## config.mk

```make
export PLATFORM = sky130hd
export DESIGN_NAME = calendar_date_counter
export DESIGN_NICKNAME = d
export VERILOG_FILES = /design/src/hw/rtl/cdc_pkg.sv /design/src/hw/rtl/cdc_ctrl.sv /design/src/hw/rtl/cdc_dp.sv /design/src/hw/rtl/calendar_date_counter.sv
export SDC_FILE = /design/constraint.sdc
export NUM_CORES = 1
export LEC_CHECK = 0
export ABC_AREA = 0
export BUFFER_PORTS_ARGS = -buffer_cell sky130_fd_sc_hd__buf_4
export CELL_PAD_IN_SITES_DETAIL_PLACEMENT = 1
export CELL_PAD_IN_SITES_GLOBAL_PLACEMENT = 2
export CORE_MARGIN = 2
export CORE_UTILIZATION = 41
export DETAILED_ROUTE_END_ITERATION = 8
export GPL_TIMING_DRIVEN = 0
export PLACE_DENSITY = 0.84
export SYNTH_ARGS = -nofsm -noshare
export SYNTH_HDL_FRONTEND = slang
export SYNTH_SLANG_ARGS = --single-unit
export TNS_END_PERCENT = 100
```

## constraint.sdc

```tcl
create_clock -name clk -period 6.6 [get_ports clk]
set_clock_uncertainty 0.15 [all_clocks]
set_input_delay 0.99 -clock clk [delete_from_list [all_inputs] [get_ports clk]]
set_output_delay 0.99 -clock clk [all_outputs]
set_load 0.005 [all_outputs]
```

## src/hw/rtl/cdc_pkg.sv

```systemverilog
// Shared types, constants and calendar helper functions of the date counter.
package cdc_pkg;

  localparam int unsigned DAY_W    = 5;
  localparam int unsigned MONTH_W  = 4;
  localparam int unsigned YEAR_W   = 14;
  localparam int unsigned SERIAL_W = 22;
  localparam int unsigned STEP_W   = 16;

  localparam int unsigned MAX_YEAR  = 9999;
  localparam int unsigned DAYS_YEAR = 365;
  localparam int unsigned CENTURY   = 100;
  localparam int unsigned RECIP_100 = 5243;  // ceil(2^19 / 100)
  localparam int unsigned RECIP_SH  = 19;
  localparam int unsigned PROD_W    = 27;
  localparam int unsigned QUOT_W    = 8;
  localparam int unsigned REM_W     = 7;

  localparam logic [MONTH_W-1:0] MONTH_FEB = 4'd2;
  localparam logic [MONTH_W-1:0] MONTH_DEC = 4'd12;
  localparam logic [DAY_W-1:0]   DAY_LAST  = 5'd31;

  typedef struct packed {
    logic capture;
    logic ld_a;
    logic ld_b;
    logic ld_c;
    logic ld_d;
    logic step;
    logic sat_set;
  } cdc_cmd_t;

  typedef struct packed {
    logic kind;
    logic cnt_zero;
    logic at_end;
  } cdc_sts_t;

  function automatic logic [DAY_W-1:0] month_days(input logic [MONTH_W-1:0] m,
                                                   input logic lp);
    logic [DAY_W-1:0] len;
    case (m) inside
      MONTH_FEB:                 len = lp ? 5'd29 : 5'd28;
      4'd4, 4'd6, 4'd9, 4'd11:   len = 5'd30;
      default:                   len = 5'd31;
    endcase
    return len;
  endfunction

  function automatic logic [8:0] days_before(input logic [MONTH_W-1:0] m);
    logic [8:0] db;
    case (m)
      4'd2:    db = 9'd31;
      4'd3:    db = 9'd59;
      4'd4:    db = 9'd90;
      4'd5:    db = 9'd120;
      4'd6:    db = 9'd151;
      4'd7:    db = 9'd181;
      4'd8:    db = 9'd212;
      4'd9:    db = 9'd243;
      4'd10:   db = 9'd273;
      4'd11:   db = 9'd304;
      4'd12:   db = 9'd334;
      default: db = 9'd0;
    endcase
    return db;
  endfunction

endpackage

```

## src/hw/rtl/cdc_ctrl.sv

```systemverilog
// Controller state machine that sequences loads and day-by-day advances.
module cdc_ctrl import cdc_pkg::*; (
  input  logic     clk,
  input  logic     rst_n,
  input  logic     in_valid,
  output logic     in_stall,
  output logic     out_valid,
  input  logic     out_stall,
  input  cdc_sts_t sts,
  output cdc_cmd_t cmd
);

  typedef enum logic [7:0] {
    S_IDLE = 8'b0000_0001,
    S_SEL  = 8'b0000_0010,
    S_LDA  = 8'b0000_0100,
    S_LDB  = 8'b0000_1000,
    S_LDC  = 8'b0001_0000,
    S_LDD  = 8'b0010_0000,
    S_ADV  = 8'b0100_0000,
    S_OUT  = 8'b1000_0000
  } state_t;

  state_t state_r, state_nxt;

  always_comb begin
    state_nxt = state_r;
    cmd       = '0;
    unique case (state_r)
      S_IDLE: begin
        if (in_valid) begin
          cmd.capture = 1'b1;
          state_nxt   = S_SEL;
        end
      end
      S_SEL:  state_nxt = sts.kind ? S_ADV : S_LDA;
      S_LDA: begin
        cmd.ld_a  = 1'b1;
        state_nxt = S_LDB;
      end
      S_LDB: begin
        cmd.ld_b  = 1'b1;
        state_nxt = S_LDC;
      end
      S_LDC: begin
        cmd.ld_c  = 1'b1;
        state_nxt = S_LDD;
      end
      S_LDD: begin
        cmd.ld_d  = 1'b1;
        state_nxt = S_OUT;
      end
      S_ADV: begin
        if (sts.cnt_zero) begin
          state_nxt = S_OUT;
        end else if (sts.at_end) begin
          cmd.sat_set = 1'b1;
          state_nxt   = S_OUT;
        end else begin
          cmd.step = 1'b1;
        end
      end
      S_OUT: begin
        if (!out_stall) state_nxt = S_IDLE;
      end
      default: state_nxt = S_IDLE;
    endcase
  end

  always_ff @(posedge clk) begin
    if (!rst_n) begin
      state_r <= S_IDLE;
    end else begin
      state_r <= state_nxt;
    end
  end

  assign in_stall  = (state_r != S_IDLE);
  assign out_valid = (state_r == S_OUT);

endmodule

```

## src/hw/rtl/cdc_dp.sv

```systemverilog
// Datapath holding the date, its day number and the load arithmetic.
module cdc_dp import cdc_pkg::*; (
  input  logic                clk,
  input  logic                rst_n,
  input  cdc_cmd_t            cmd,
  output cdc_sts_t            sts,
  input  logic                in_kind,
  input  logic [DAY_W-1:0]    in_load_day,
  input  logic [MONTH_W-1:0]  in_load_month,
  input  logic [YEAR_W-1:0]   in_load_year,
  input  logic [STEP_W-1:0]   in_step_count,
  output logic [DAY_W-1:0]    cur_day,
  output logic [MONTH_W-1:0]  cur_month,
  output logic [YEAR_W-1:0]   cur_year,
  output logic [SERIAL_W-1:0] day_number,
  output logic                saturated
);

  // Architectural date state.
  logic [DAY_W-1:0]    day_r, day_nxt;
  logic [MONTH_W-1:0]  month_r, month_nxt;
  logic [YEAR_W-1:0]   year_r, year_nxt;
  logic [SERIAL_W-1:0] serial_r, serial_nxt;
  logic [REM_W-1:0]    rem100_r, rem100_nxt;   // year mod 100
  logic [1:0]          cent4_r, cent4_nxt;     // (year / 100) mod 4
  logic                sat_r, sat_nxt;
  logic                kind_r;
  logic [STEP_W-1:0]   cnt_r, cnt_nxt;

  // Load working registers.
  logic [DAY_W-1:0]    ld_day_r;
  logic [MONTH_W-1:0]  ld_month_r;
  logic [YEAR_W-1:0]   ld_year_r;
  logic [PROD_W-1:0]   prod_r;
  logic [QUOT_W-1:0]   quot_r;
  logic [QUOT_W-1:0]   p100_r;
  logic [22:0]         p365_r;
  logic                leap_ld_r;

  logic [MONTH_W-1:0]  month_clamp;
  logic [YEAR_W-1:0]   year_clamp;
  logic [YEAR_W-1:0]   prev_year;
  logic [YEAR_W-1:0]   quot_x100;
  logic                div100;
  logic                leap_ld;
  logic [DAY_W-1:0]    len_ld;
  logic [DAY_W-1:0]    day_clamp;
  logic [23:0]         serial_sum;
  logic                leap_cur;
  logic [DAY_W-1:0]    len_cur;

  always_comb begin
    month_clamp = in_load_month;
    if (in_load_month == '0)     month_clamp = 4'd1;
    if (in_load_month > MONTH_DEC) month_clamp = MONTH_DEC;
    year_clamp = in_load_year;
    if (in_load_year == '0)      year_clamp = 14'd1;
    if (32'(in_load_year) > MAX_YEAR) year_clamp = YEAR_W'(MAX_YEAR);
  end

  assign prev_year = ld_year_r - 14'd1;
  assign quot_x100 = YEAR_W'(quot_r) * YEAR_W'(CENTURY);
  assign div100    = (ld_year_r == quot_x100);
  assign leap_ld   = (ld_year_r[1:0] == 2'd0) && (!div100 || (quot_r[1:0] == 2'd0));
  assign len_ld    = month_days(ld_month_r, leap_ld);

  always_comb begin
    day_clamp = ld_day_r;
    if (ld_day_r == '0)  day_clamp = 5'd1;
    if (ld_day_r > len_ld) day_clamp = len_ld;
  end

  // floor(p/400) is floor(floor(p/100)/4).
  assign serial_sum = 24'(p365_r) + 24'(prev_year >> 2) - 24'(p100_r) + 24'(p100_r >> 2)
                    + 24'(days_before(ld_month_r))
                    + 24'((ld_month_r > MONTH_FEB) && leap_ld_r) + 24'(day_r);

  assign leap_cur = (year_r[1:0] == 2'd0) && ((rem100_r != '0) || (cent4_r == 2'd0));
  assign len_cur  = month_days(month_r, leap_cur);

  always_comb begin
    day_nxt    = day_r;
    month_nxt  = month_r;
    year_nxt   = year_r;
    serial_nxt = serial_r;
    rem100_nxt = rem100_r;
    cent4_nxt  = cent4_r;
    sat_nxt    = sat_r;
    cnt_nxt    = cnt_r;
    if (cmd.capture) begin
      sat_nxt = 1'b0;
      cnt_nxt = in_step_count;
    end
    if (cmd.sat_set) sat_nxt = 1'b1;
    if (cmd.ld_c) begin
      day_nxt    = day_clamp;
      month_nxt  = ld_month_r;
      year_nxt   = ld_year_r;
      rem100_nxt = REM_W'(ld_year_r - quot_x100);
      cent4_nxt  = quot_r[1:0];
    end
    if (cmd.ld_d) serial_nxt = SERIAL_W'(serial_sum);
    if (cmd.step) begin
      cnt_nxt    = cnt_r - 16'd1;
      serial_nxt = serial_r + 22'd1;
      if (day_r >= len_cur) begin
        day_nxt = 5'd1;
        if (month_r >= MONTH_DEC) begin
          month_nxt = 4'd1;
          year_nxt  = year_r + 14'd1;
          if (rem100_r == REM_W'(CENTURY - 1)) begin
            rem100_nxt = '0;
            cent4_nxt  = cent4_r + 2'd1;
          end else begin
            rem100_nxt = rem100_r + 7'd1;
          end
        end else begin
          month_nxt = month_r + 4'd1;
        end
      end else begin
        day_nxt = day_r + 5'd1;
      end
    end
  end

  always_ff @(posedge clk) begin
    if (!rst_n) begin
      day_r    <= 5'd1;
      month_r  <= 4'd1;
      year_r   <= 14'd1;
      serial_r <= 22'd1;
      rem100_r <= 7'd1;
      cent4_r  <= 2'd0;
      sat_r    <= 1'b0;
      kind_r   <= 1'b0;
      cnt_r    <= '0;
    end else begin
      day_r    <= day_nxt;
      month_r  <= month_nxt;
      year_r   <= year_nxt;
      serial_r <= serial_nxt;
      rem100_r <= rem100_nxt;
      cent4_r  <= cent4_nxt;
      sat_r    <= sat_nxt;
      cnt_r    <= cnt_nxt;
      if (cmd.capture) kind_r <= in_kind;
    end
  end

  always_ff @(posedge clk) begin
    if (cmd.capture) begin
      ld_day_r   <= in_load_day;
      ld_month_r <= month_clamp;
      ld_year_r  <= year_clamp;
    end
    if (cmd.ld_a) prod_r <= PROD_W'(ld_year_r) * PROD_W'(RECIP_100);
    if (cmd.ld_b) begin
      quot_r <= prod_r[PROD_W-1:RECIP_SH];
      p365_r <= 23'(prev_year) * 23'(DAYS_YEAR);
    end
    if (cmd.ld_c) begin
      p100_r    <= quot_r - QUOT_W'(div100);
      leap_ld_r <= leap_ld;
    end
  end

  assign sts.kind     = kind_r;
  assign sts.cnt_zero = (cnt_r == '0);
  assign sts.at_end   = (day_r == DAY_LAST) && (month_r == MONTH_DEC)
                        && (32'(year_r) >= MAX_YEAR);

  assign cur_day    = day_r;
  assign cur_month  = month_r;
  assign cur_year   = year_r;
  assign day_number = serial_r;
  assign saturated  = sat_r;

endmodule

```

## src/hw/rtl/calendar_date_counter.sv

```systemverilog
// Top level of the Gregorian calendar date counter with serial day number.
//
// The block holds a date (day, month, year) and its serial day number, with
// 1.1.1 as day 1. Each input transfer is either a load (in_kind low), which
// sets the date from the load fields after clamping them into range, or an
// advance (in_kind high), which moves the date forward by in_step_count days.
// Every input transfer yields exactly one output transfer carrying the date
// and day number after the item, and out_saturated when an advance hit
// 31.12 of the last year before it had used all of its steps.
// One item is in service at a time: in_stall is high from the input
// transfer until the result has been taken. For a load, the controller
// passes through S_SEL and the load states S_LDA, S_LDB, S_LDC and S_LDD,
// working out the day number with constant multiplications and then one
// wide sum. For an advance, the day counter walks one day per cycle until
// in_step_count days are used; a saturating advance stops early.
// While the receiver holds out_stall high the result stays on the out_
// ports unchanged and no new item is taken.
// After reset (rst_n low at a clock edge) the date is 1.1.1, day number 1.
module calendar_date_counter import cdc_pkg::*; (
  input  logic                clk,
  input  logic                rst_n,
  input  logic                in_valid,
  output logic                in_stall,
  input  logic                in_kind,
  input  logic [DAY_W-1:0]    in_load_day,
  input  logic [MONTH_W-1:0]  in_load_month,
  input  logic [YEAR_W-1:0]   in_load_year,
  input  logic [STEP_W-1:0]   in_step_count,
  output logic                out_valid,
  input  logic                out_stall,
  output logic [DAY_W-1:0]    out_cur_day,
  output logic [MONTH_W-1:0]  out_cur_month,
  output logic [YEAR_W-1:0]   out_cur_year,
  output logic [SERIAL_W-1:0] out_day_number,
  output logic                out_saturated
);

  // The controller sequences each item; the datapath holds all state.
  cdc_cmd_t cmd;
  cdc_sts_t sts;

  cdc_ctrl u_ctrl (
    .clk       (clk),
    .rst_n     (rst_n),
    .in_valid  (in_valid),
    .in_stall  (in_stall),
    .out_valid (out_valid),
    .out_stall (out_stall),
    .sts       (sts),
    .cmd       (cmd)
  );

  // The date registers drive the result directly; they do not change while
  // the result is waiting, so they serve as the output register.
  cdc_dp u_dp (
    .clk           (clk),
    .rst_n         (rst_n),
    .cmd           (cmd),
    .sts           (sts),
    .in_kind       (in_kind),
    .in_load_day   (in_load_day),
    .in_load_month (in_load_month),
    .in_load_year  (in_load_year),
    .in_step_count (in_step_count),
    .cur_day       (out_cur_day),
    .cur_month     (out_cur_month),
    .cur_year      (out_cur_year),
    .day_number    (out_day_number),
    .saturated     (out_saturated)
  );

endmodule

```

==> impl_results.md <==
* PD cells at 486.9 nW/µm²
* Routability cong. at 0.8712
* Clock Latency Late Sink at 0.46 ns
* Pre-CTS setup slack at -0.8199 ns
* Async set-reset flop share out of synthesis at 0%
* H-Tree Depth at 4
* Mapped Cells at 1750
* DRT Pass-1 Iters at 4
* Fraction of layout instances using a drive strength above 1 at between 9 and 10%
* Clock-pin slew on the worst setup and hold paths at ~0.07 ns
* Outcome: finished clean
* WL/cell at 18.52 µm
* Die H at approximately 200 µm
* Commonest non-fill, non-tap cell in the layout: inv_1
* Layout Nets at 2335
* Die span in x at 203.7 µm
* Slew @ Worst Pin at 1.226 ns
* Synth cell types at 83
* Synth top area cells: ha_1 21%, fa_1 17%, edfxtp_1 13%
* Clock buffer depth at 2
* Worst setup path class: flop to flop
* # rows at between 70 and 80
* Cell taking the most area after synthesis: ha_1
* Total Power at 9.010 mW
* Final Setup Violations at 0
* First-pass GRT wire length at 72880 µm
* CTS tree: yes
* Critical Path Start Type: flop
* Core box area at 39550 µm²
* P_leak at just under 9 nW
* Ant. Diodes at 0
* Seq/Total Area, Yosys at 22.64%
* Setup crit start: u_dp.ld_year_r[0]
* Pins over their slew limit at 0
* Initial DRC Count at 592
* Worst Hold Class: flop to flop
* Top FF cell, synth: dfxtp_1
* Max_cap viols at 0
* Largest net degree at the start of global routing at 33
* Vias per inst at about 5.3
* Initial core utilization at 41.36%
* Mapped Area at roughly 16000 µm²
* Area share of the largest cell type after synthesis at 21.27%
* Met2 GRT Util at 39.87%
* Multi-input logic area at 11330 µm²
* Post-Place Cells at 2366
* Critical R2R Launch: u_dp.ld_year_r[0]
* Post-DRT Antenna Nets at 0
* Worst rel slew slack at 17.01%
* Final cell count without fillers at 2412
* Gr busiest metal: met2
* Seq. cell area at 3704 µm²
* Number of global-route vias before repair at 13800
* Crit path capture type: flop
* Minimum clock period after layout at 6.240 ns
* Total clock buffers created by CTS at 17
* Syn Area/Cell at a little over 9 µm²
* Final WL at 44660 µm
* Final Hold Fails at 0
* Clock net sink count at 150
* Syn_nets at 2211
* Critical path arrival at 6.28 ns
* Vias at 12820
* CP required at 6.64 ns
* Fmax achieved at roughly 160 MHz
* Setup ws final at 0.3596 ns
* Antenna violations before repair at 0
* Final period utilization at 94.55%
* Critical path, cell by cell: clkinvlp_4, ha_1, o21ai_1, a21boi_1, xnor2_2, ha_1, inv_1, fa_1, inv_1, ha_1, inv_1, fa_1, inv_1, ha_1, a21o_1, a21oi_1, o21ai_1, o41ai_2, buf_4, o311ai_1, a41o_1, a21oi_1, xnor2_1
* Hold_sp: u_dp.prod_r[25]
* Root Driver: clkbuf_16
* Port Buffer Count at 91
* Number of synthesized register bits at 150
* CP max-delay cell: fa_1
* Most frequent cells in the layout: 337 x inv_1, 278 x ha_1, 139 x fa_1, 105 x a21oi_1, 105 x buf_4
* Ports at 92
* DP HPWL at between 30000 and 40000 µm
* CP max stage delay at 0.58 ns
* Fillers at ~4600
* Syn. warnings at 0
* Die Footprint at 41510 µm²
* Met3 Usage GRT at 2.509%
* M1 GR Usage at 28.52%
* # DRC at 0
* GRT Overall Usage at 22.28%
* Maximum fanout along the worst path at 7
* Max VDD drop at ~0.5 mV
* Number of flops mapped to enable cells by yosys at 70
* Overflow after GRT at 0
* P&R area growth vs syn at 13.13%
## repair_timing
item,CTS,global route
gates resized for setup,10,12
cloned,0,0
pin swaps,0,3
setup endpoints to repair,13,6
hold buffers,0,0
buffers inserted,4,10
## cell usage after synthesis (all sizes together), types with 12 or more instances
master / count
o21ai: 65
fa: 139
ha: 278
a21o: 21
nor3: 29
nand2: 72
edfxtp: 70
and2: 13
and3: 32
nor2: 94
dfxtp: 80
inv: 340
nand3: 48
a21oi: 106
nand2b: 17
clkbuf: 25
xnor2: 50
nor2b: 17
xor2: 29
o211ai: 15
nand4: 12
## final timing paths
kind                            cells after the start              end  slack [ns]
worst max-delay path                               23  u_dp.p365_r[20]        0.36
worst min-delay path                                0   u_dp.quot_r[6]        0.27
worst max register to register                     23  u_dp.p365_r[20]        0.36
worst min register to register                      0   u_dp.quot_r[6]        0.27
## per-layer routing
layer  part of all wire [%]  vias to the layer above
li1                       -                     6213
met1                     45                     6388
met2                     51                      174
met3                    2.7                       44
met4                    1.7                        0
met5                      0                        -
## worst max-delay path, delay by kind of cell, from the launching register on
kind	cells	cell delay (ns)
fa+ha+maj	6	2.38
compound gates	9	1.90
buf+inv	6	0.75
flops	1	0.46
xor+xnor	2	0.33
## flip-flops by register name, summed over array words and instances, names as in the netlist, 5 cells and up
| name | flops |
|---|---|
| u_dp.p365_r | 22 |
| u_dp.day_number | 22 |
| u_dp.rem100_r | 7 |
| u_dp.cnt_r | 16 |
| u_dp.quot_r | 8 |
| u_ctrl.state_r | 8 |
| u_dp.cur_day | 5 |
| u_dp.ld_year_r | 14 |
| u_dp.p100_r | 8 |
| u_dp.cur_year | 14 |
| u_dp.prod_r | 8 |
| u_dp.ld_day_r | 5 |
## kinds of logic (layout without fill, tap and decap cells)
| family | count (synthesis) | after routing | share of synthesized area [%] |
|---|---|---|---|
| mux | 11 | 11 | 0.7802 |
| xor+xnor | 79 | 79 | 4.230 |
| flops | 150 | 150 | 22.64 |
| fa+ha+maj | 417 | 417 | 38.28 |
| simple gates | 397 | 397 | 12.61 |
| compound gates | 321 | 321 | 12.68 |
| buf+inv | 375 | 512 | 8.774 |
## where the power goes
group | leakage [nW] | internal (mW) | switching (mW)
clock network | 0.287 | 0.527 | 0.470
logic | 7.28 | 2.91 | 3.75
registers | 1.29 | 1.29 | 0.0613
## layout make-up
type | instances | area share [%]
Buffer | 33 | 0.8182
Clock buffer | 19 | 2.475
Clock inverter | 13 | 0.6897
Inverter | 342 | 6.978
Multi-Input combinational cell | 1225 | 61.21
Sequential cell | 150 | 20.01
Tap cell | 525 | 3.550
Timing Repair Buffer | 105 | 4.260
## metrics by stage
stage / setup TNS, ns / hold WS (ns) / utilization, % / area, µm²
6_report: 0 / 0.2733 / 46.79 / 18500
5_1_grt: -0.01187 / 0.2805 / 46.79 / 18500
4_1_cts: 0 / 0.2715 / 46.47 / 18380
3_5_place_dp: -3.370 / 0.2561 / 44.75 / 17700
3_3_place_gp: -2.344 / 0.2541 / 44.75 / 17700
2_1_floorplan: 0 / 0.2503 / - / 16360
Power figures use the tool's default switching activity.
